[config.mk]
export PLATFORM = sky130hd
export DESIGN_NAME = remote_code_channel_repeat_filter_unit
export DESIGN_NICKNAME = d
export VERILOG_FILES = /design/src/sv/rcrf_pkg.sv /design/src/sv/remote_code_channel_repeat_filter_unit.sv /design/src/sv/rcrf_lane.sv /design/src/sv/rcrf_merge.sv
export SDC_FILE = /design/constraint.sdc
export NUM_CORES = 1
export LEC_CHECK = 0
export BUFFER_PORTS_ARGS = -buffer_cell sky130_fd_sc_hd__buf_2
export CAP_MARGIN = 20
export CORE_UTILIZATION = 40
export CTS_BUF_LIST = sky130_fd_sc_hd__clkbuf_2 sky130_fd_sc_hd__clkbuf_4 sky130_fd_sc_hd__clkbuf_8
export CTS_CLUSTER_DIAMETER = 120
export DETAILED_ROUTE_END_ITERATION = 6
export GPL_TIMING_DRIVEN = 0
export PLACE_DENSITY = 0.68
export SETUP_SLACK_MARGIN = 0.3
export SLEW_MARGIN = 20
export SYNTH_ARGS = -nofsm -noshare
export SYNTH_HDL_FRONTEND = slang
export SYNTH_SLANG_ARGS = --single-unit
export TNS_END_PERCENT = 100
[constraint.sdc]
create_clock -name clk -period 9.3 [get_ports clk]
set_input_delay 1.395 -clock clk [delete_from_list [all_inputs] [get_ports clk]]
set_output_delay 1.395 -clock clk [all_outputs]
set_load 0.005 [all_outputs]
[src/sv/rcrf_pkg.sv]
package rcrf_pkg;

  localparam int CODE_BYTES_DEF     = 5;
  localparam int MIN_CODE_BYTES_DEF = 3;
  localparam int IN_BYTES           = 5;
  localparam int LEN_W              = 6;
  localparam int CFG_IDX_W          = 2;

  localparam logic [CFG_IDX_W-1:0] CFG_CHANNEL_MASK  = 2'd0;
  localparam logic [CFG_IDX_W-1:0] CFG_UNIQUE_CODES  = 2'd1;
  localparam logic [CFG_IDX_W-1:0] CFG_REPEAT_WINDOW = 2'd2;
  localparam logic [CFG_IDX_W-1:0] CFG_REMOTE_KIND   = 2'd3;

  localparam logic [31:0] CHANNEL_MASK_RST  = 32'h0000_FFFF;
  localparam logic [15:0] REPEAT_WINDOW_RST = 16'd10;
  localparam logic        KIND_NIBBLE       = 1'b0;
  localparam logic        KIND_FIRST_BYTE   = 1'b1;
  localparam logic [7:0]  LOW_NIBBLE_MASK   = 8'h0F;

  typedef struct packed {
    logic             packet_ok;
    logic [LEN_W-1:0] byte_count;
    logic [7:0]       byte0;
    logic [7:0]       byte1;
    logic [7:0]       byte2;
    logic [7:0]       byte3;
    logic [7:0]       byte4;
    logic [31:0]      now;
  } in_item_t;

  typedef struct packed {
    logic [7:0] out_byte0;
    logic [7:0] out_byte1;
    logic [7:0] out_byte2;
    logic [7:0] out_byte3;
    logic [7:0] out_byte4;
    logic [7:0] channel;
  } out_item_t;

  // Controls shared by every byte lane for the current packet.
  typedef struct packed {
    logic [LEN_W-1:0] len;
    logic             strip_nibble;
    logic             strip_first;
    logic [3:0]       chan_nibble;
  } lane_ctrl_t;

  typedef struct packed {
    logic emit;
    logic same;
  } merge_stat_t;

endpackage

[src/sv/remote_code_channel_repeat_filter_unit.sv]
// Output: a result is registered in the output buffer and shows on out_valid unless out_stall holds it.
// One packet per cycle while in_stall is low; all byte lanes and the merge are combinational.
// A two-entry output buffer lets a packet enter while one result waits on out_stall.
// Reset (rst_n low, synchronous) loads the register defaults, clears the stored
// code and stored time, and empties the output buffer.
module remote_code_channel_repeat_filter_unit #(
  parameter int CODE_BYTES     = rcrf_pkg::CODE_BYTES_DEF,
  parameter int MIN_CODE_BYTES = rcrf_pkg::MIN_CODE_BYTES_DEF
) (
  input  logic                               clk,
  input  logic                               rst_n,
  input  logic                               in_valid,
  output logic                               in_stall,
  input  rcrf_pkg::in_item_t                 in_data,
  output logic                               out_valid,
  input  logic                               out_stall,
  output rcrf_pkg::out_item_t                out_data,
  input  logic                               cfg_valid,
  output logic                               cfg_ready,
  input  logic [rcrf_pkg::CFG_IDX_W-1:0]     cfg_index,
  input  logic [31:0]                        cfg_wdata
);

  logic [31:0] channel_mask_r;
  logic        unique_codes_r;
  logic [15:0] repeat_window_r;
  logic        remote_kind_r;

  logic [7:0]  last_code_r [CODE_BYTES];
  logic [31:0] last_time_r;

  logic                  out_valid_r;
  rcrf_pkg::out_item_t   out_data_r;
  logic                  skid_valid_r;
  rcrf_pkg::out_item_t   skid_data_r;

  logic [7:0]            in_bytes [rcrf_pkg::IN_BYTES];
  logic [7:0]            raw [CODE_BYTES];
  logic [7:0]            wr_bytes [CODE_BYTES];
  logic [7:0]            next_code [CODE_BYTES];
  logic [7:0]            res_bytes [rcrf_pkg::IN_BYTES];
  logic [CODE_BYTES-1:0] lane_match;
  logic [7:0]            last_raw;
  logic [7:0]            chan;
  rcrf_pkg::lane_ctrl_t  ctrl;
  rcrf_pkg::merge_stat_t stat;
  rcrf_pkg::out_item_t   result;
  logic                  accept;
  logic                  res_valid;
  logic                  out_take;

  assign in_bytes[0] = in_data.byte0;
  assign in_bytes[1] = in_data.byte1;
  assign in_bytes[2] = in_data.byte2;
  assign in_bytes[3] = in_data.byte3;
  assign in_bytes[4] = in_data.byte4;

  for (genvar i = 0; i < CODE_BYTES; i++) begin : g_raw
    if (i < rcrf_pkg::IN_BYTES) begin : g_in
      assign raw[i] = in_bytes[i];
    end else begin : g_pad
      assign raw[i] = 8'h00;
    end
  end

  always_comb begin
    last_raw = 8'h00;
    for (int i = 0; i < CODE_BYTES; i++) begin
      if (in_data.byte_count == rcrf_pkg::LEN_W'(i + 1)) begin
        last_raw = raw[i];
      end
    end
  end

  assign chan = (remote_kind_r == rcrf_pkg::KIND_FIRST_BYTE) ? in_data.byte0
                                                             : {4'h0, last_raw[7:4]};

  assign ctrl.len          = in_data.byte_count;
  assign ctrl.strip_nibble = !unique_codes_r && (remote_kind_r == rcrf_pkg::KIND_NIBBLE);
  assign ctrl.strip_first  = !unique_codes_r && (remote_kind_r == rcrf_pkg::KIND_FIRST_BYTE);
  assign ctrl.chan_nibble  = last_raw[7:4];

  for (genvar i = 0; i < CODE_BYTES; i++) begin : g_lane
    rcrf_lane #(
      .LANE_IDX(i)
    ) u_lane (
      .ctrl        (ctrl),
      .raw_byte    (raw[i]),
      .stored_byte (last_code_r[i]),
      .wr_byte     (wr_bytes[i]),
      .match       (lane_match[i])
    );
    assign next_code[i] = stat.same ? last_code_r[i] : wr_bytes[i];
  end

  rcrf_merge #(
    .CODE_BYTES     (CODE_BYTES),
    .MIN_CODE_BYTES (MIN_CODE_BYTES)
  ) u_merge (
    .packet_ok     (in_data.packet_ok),
    .len           (in_data.byte_count),
    .chan          (chan),
    .channel_mask  (channel_mask_r),
    .lane_match    (lane_match),
    .now           (in_data.now),
    .last_time     (last_time_r),
    .repeat_window (repeat_window_r),
    .stat          (stat)
  );

  for (genvar i = 0; i < rcrf_pkg::IN_BYTES; i++) begin : g_res
    if (i < CODE_BYTES) begin : g_code
      assign res_bytes[i] = next_code[i];
    end else begin : g_zero
      assign res_bytes[i] = 8'h00;
    end
  end

  assign result.out_byte0 = res_bytes[0];
  assign result.out_byte1 = res_bytes[1];
  assign result.out_byte2 = res_bytes[2];
  assign result.out_byte3 = res_bytes[3];
  assign result.out_byte4 = res_bytes[4];
  assign result.channel   = chan;

  assign in_stall  = skid_valid_r;
  assign accept    = in_valid && !skid_valid_r;
  assign res_valid = accept && stat.emit;
  assign out_take  = out_valid_r && !out_stall;
  assign out_valid = out_valid_r;
  assign out_data  = out_data_r;
  assign cfg_ready = 1'b1;

  always_ff @(posedge clk) begin
    if (!rst_n) begin
      channel_mask_r  <= rcrf_pkg::CHANNEL_MASK_RST;
      unique_codes_r  <= 1'b0;
      repeat_window_r <= rcrf_pkg::REPEAT_WINDOW_RST;
      remote_kind_r   <= rcrf_pkg::KIND_NIBBLE;
    end else if (cfg_valid && cfg_ready) begin
      case (cfg_index)
        rcrf_pkg::CFG_CHANNEL_MASK:  channel_mask_r  <= cfg_wdata;
        rcrf_pkg::CFG_UNIQUE_CODES:  unique_codes_r  <= cfg_wdata[0];
        rcrf_pkg::CFG_REPEAT_WINDOW: repeat_window_r <= cfg_wdata[15:0];
        rcrf_pkg::CFG_REMOTE_KIND:   remote_kind_r   <= cfg_wdata[0];
        default: ;
      endcase
    end
  end

  always_ff @(posedge clk) begin
    if (!rst_n) begin
      for (int i = 0; i < CODE_BYTES; i++) begin
        last_code_r[i] <= 8'h00;
      end
      last_time_r <= '0;
    end else if (res_valid) begin
      last_time_r <= in_data.now;
      for (int i = 0; i < CODE_BYTES; i++) begin
        last_code_r[i] <= next_code[i];
      end
    end
  end

  // The skid entry catches a result that arrives while the output is held.
  always_ff @(posedge clk) begin
    if (!rst_n) begin
      out_valid_r  <= 1'b0;
      skid_valid_r <= 1'b0;
    end else if (!out_valid_r || out_take) begin
      if (skid_valid_r) begin
        out_valid_r  <= 1'b1;
        skid_valid_r <= 1'b0;
      end else begin
        out_valid_r <= res_valid;
      end
    end else if (res_valid) begin
      skid_valid_r <= 1'b1;
    end
  end

  always_ff @(posedge clk) begin
    if (!out_valid_r || out_take) begin
      out_data_r <= skid_valid_r ? skid_data_r : result;
    end
    if (out_valid_r && !out_take && res_valid) begin
      skid_data_r <= result;
    end
  end

endmodule

[src/sv/rcrf_lane.sv]
module rcrf_lane #(
  parameter int LANE_IDX = 0
) (
  input  rcrf_pkg::lane_ctrl_t ctrl,
  input  logic [7:0]           raw_byte,
  input  logic [7:0]           stored_byte,
  output logic [7:0]           wr_byte,
  output logic                 match
);

  logic       in_len;
  logic [7:0] code_byte;

  assign in_len = ctrl.len > rcrf_pkg::LEN_W'(LANE_IDX);

  always_comb begin
    code_byte = raw_byte;
    if (ctrl.strip_nibble) begin
      if (ctrl.len == rcrf_pkg::LEN_W'(LANE_IDX + 1)) begin
        code_byte = raw_byte & rcrf_pkg::LOW_NIBBLE_MASK;
      end else if (ctrl.len >= rcrf_pkg::LEN_W'(3) &&
                   ctrl.len == rcrf_pkg::LEN_W'(LANE_IDX + 3)) begin
        code_byte = raw_byte - {ctrl.chan_nibble, 4'h0};
      end
    end
    if (ctrl.strip_first && LANE_IDX == 0) begin
      code_byte = 8'h00;
    end
  end

  // Bytes past the packet length do not take part in the compare and are
  // written back as zero when a new code is stored.
  assign match   = !in_len || (code_byte == stored_byte);
  assign wr_byte = in_len ? code_byte : 8'h00;

endmodule

[src/sv/rcrf_merge.sv]
module rcrf_merge #(
  parameter int CODE_BYTES     = rcrf_pkg::CODE_BYTES_DEF,
  parameter int MIN_CODE_BYTES = rcrf_pkg::MIN_CODE_BYTES_DEF
) (
  input  logic                         packet_ok,
  input  logic [rcrf_pkg::LEN_W-1:0]   len,
  input  logic [7:0]                   chan,
  input  logic [31:0]                  channel_mask,
  input  logic [CODE_BYTES-1:0]        lane_match,
  input  logic [31:0]                  now,
  input  logic [31:0]                  last_time,
  input  logic [15:0]                  repeat_window,
  output rcrf_pkg::merge_stat_t        stat
);

  logic        len_ok;
  logic        chan_ok;
  logic        same;
  logic [31:0] elapsed;
  logic        in_window;

  assign len_ok = (len >= rcrf_pkg::LEN_W'(MIN_CODE_BYTES)) &&
                  (len <= rcrf_pkg::LEN_W'(CODE_BYTES)) && (len != '0);
  assign chan_ok   = (chan[7:5] == 3'd0) && channel_mask[chan[4:0]];
  assign same      = &lane_match;
  // Modular difference keeps the window test correct across timer wrap.
  assign elapsed   = now - last_time;
  assign in_window = elapsed < {16'h0000, repeat_window};

  assign stat.same = same;
  assign stat.emit = packet_ok && len_ok && chan_ok && !(same && in_window);

endmodule

==> run metrics <==
RSZ-0062 raised after global routing=false; Die Area=35250 um2; via/cell ratio=~5.5; Yosys top cell area share=roughly 30%; Max Cap Viol=0; htree depth=2; Clk pin slew, worst setup/hold paths=approximately 0.070 ns; Crit. End Element=flop; synth top area cells=edfxtp_1, dfxtp_1, ha_1; Fin. Hold Viols=0; drt drc=0; Yosys cell types=91; initial antenna violation count=5; first-pass GRT wire length=a little over 60000 um; # port buffers=roughly 160; GR Util All Layers=22.15%; clk buf depth=3; post-synthesis register bit count=220; Pwr per Cell Area=approximately 150 nW/um2; Final ANT Viol Nets=0; residual overflow from global routing=0; Final Cycle Share=about four fifths; slew margin rel.=about a quarter; met3 usage=4.604%; met2 Usage GRT=between 30% and 40%; crit path time final=about 7.6 ns; Slew @ Worst Pin=approximately 1.1 ns; layout cells sized above 1=around a fifth; CTS tree=yes; final instance area=16100 um2; hold_buf cts=0; Peak VDD IR=about 0.086 mV; synth-to-layout area growth=16.66%; clock sinks=between 200 and 250; fin nets=approximately 1800; CP max-delay cell=buf_1; Worst-Skew Late Latency=~0.56 ns; ys flop type=edfxtp_1; Chip Width=approximately 190 um; vias in the first global route=11340; clk_skew=approximately 0.017 ns; Place WS=1.215 ns; synthesized instance count=roughly 1400; commonest non-fill, non-tap cell in the layout=buf_2; syn avg cell area=9.677 um2; Data required, critical path=roughly 9.6 ns; crit path kind=in2reg; grt met1 use=around 29%; GR peak layer=met2; cts repair resizes=0; first-pass detailed-route iteration total=5; Die H=187.7 um; Area after DPL=15310 um2; CP arrival=around 7.9 ns; Yosys Warn Count=0; CP startpoint kind=input port; commonest cells after routing, fill and taps aside=buf_2, nand2_1, edfxtp_1; Core Footprint=33700 um2; Post-CTS Setup Bufs=0; Layout fillers=~3300; setup ws final=approximately 1.7 ns; CTS root buffer=clkbuf_8; sequential share of the synthesized area=a little over two fifths; 1st-iter DRT viols=about 940; via count=approximately 12000; syn nets=between 1500 and 2000; hpwl dp=between 20000 and 30000 um; total CTS buffers=40; crit-path max FO=20; final setup violation count=0; Reg2Reg Setup Slack=~3.5 ns; Initial Util=roughly two fifths; IO Count=169; drt total wl=about 40000 um; asr flop ratio synth=0%; fmax=roughly 130 MHz; critical path's most frequent cell=buf_2; Final Wtd Congestion=roughly 0.95; leading area contributor after synthesis=edfxtp_1; Synth Cell Area=about 14000 um2; status=completed; fin util=between 40% and 50%; leakage=roughly 6.1 nW; FP Rows=67; routed len/inst=~19 um; largest net degree at the start of global routing=51; Crit path largest cell delay=0.49 ns; Post-synth EDFFs=between 100 and 150; worst hold path type=reg2reg; max-slew violations=0
## cell usage after synthesis, drive strengths merged (34+ instances only)
cell type	count
nand2	170
edfxtp	136
dfxtp	84
nand3	80
inv	79
o21ai	76
ha	61
mux2i	58
clkbuf	52
mux2	52
nor2	51
a21oi	50
nor2b	49
and2	47
a21boi	34
## per-stage QoR
step	hold slack [ns]	TNS [ns]	instances	total power, mW
floorplan	0.4357	0	1426	1.326
global placement	0.4478	-72.73	2036	1.449
detailed placement	0.4559	0	2040	1.456
CTS	0.4669	0	2106	2.396
global route	0.4876	0	2107	2.478
finish	0.4649	0	2109	2.371
## cells by family after synthesis
family	share of synthesized area (%)
compound gates	15.59
xor+xnor	3.618
fa+ha+maj	5.748
buf+inv	4.769
flops	41.78
mux	9.756
other cells	0.02717
simple gates	18.71
## path summary, 6_finish.rpt
check	depth (start not counted)	end	from
max reg2reg	22	last_code_r[0][21]	last_time_r[0]
min reg2reg	2	channel_mask_r[30]	channel_mask_r[30]
max	26	skid_data_r[17]	in_data[73]
min	2	channel_mask_r[30]	channel_mask_r[30]
## state kept, by name (all words and copies together), names as in the netlist
signal and count:
out_valid 1, remote_kind_r 1, channel_mask_r 32, unique_codes_r 1, repeat_window_r 16, out_data 48, in_stall 1, last_time_r 32
skid_data_r 48, last_code_r 40
## worst max-delay path, delay by kind of cell
family | cells | cell delay [ns]
AND/OR/NAND/NOR | 3 | 0.74
AO/OA/AOI/OAI | 10 | 2.15
multiplexers | 1 | 0.41
buffers and inverters | 11 | 2.83
adder cells (fa/ha/maj) | 1 | 0.29
## power by group
group | switching (mW) | total [mW] | internal [mW]
Combinational | 0.207 | 0.355 | 0.148
Clock | 0.412 | 0.932 | 0.520
Sequential | 0.0159 | 1.08 | 1.07
## per-layer routing
| metal | wire length, um | part of all wire (%) |
|---|---|---|
| met1 | 16870 | 43 |
| met2 | 18410 | 47 |
| met3 | 2791 | 7.1 |
| met4 | 1062 | 2.7 |
| met5 | 13 | 0.033 |
## layout make-up
cell class / count / area (um2) / share of cell area [%]
tap: 448 / 560.5 / 3.482
timing repair buffer: 166 / 920.9 / 5.721
multi-input combinational: 1050 / 7402 / 45.98
antenna: 3 / 7.507 / 0.04663
sequential: 220 / 5766 / 35.82
clock inverter: 13 / 116.4 / 0.7228
inverter: 79 / 296.5 / 1.842
clock buffer: 53 / 666.9 / 4.143
buffer: 77 / 361.6 / 2.246
Power figures use the tool's default switching activity.
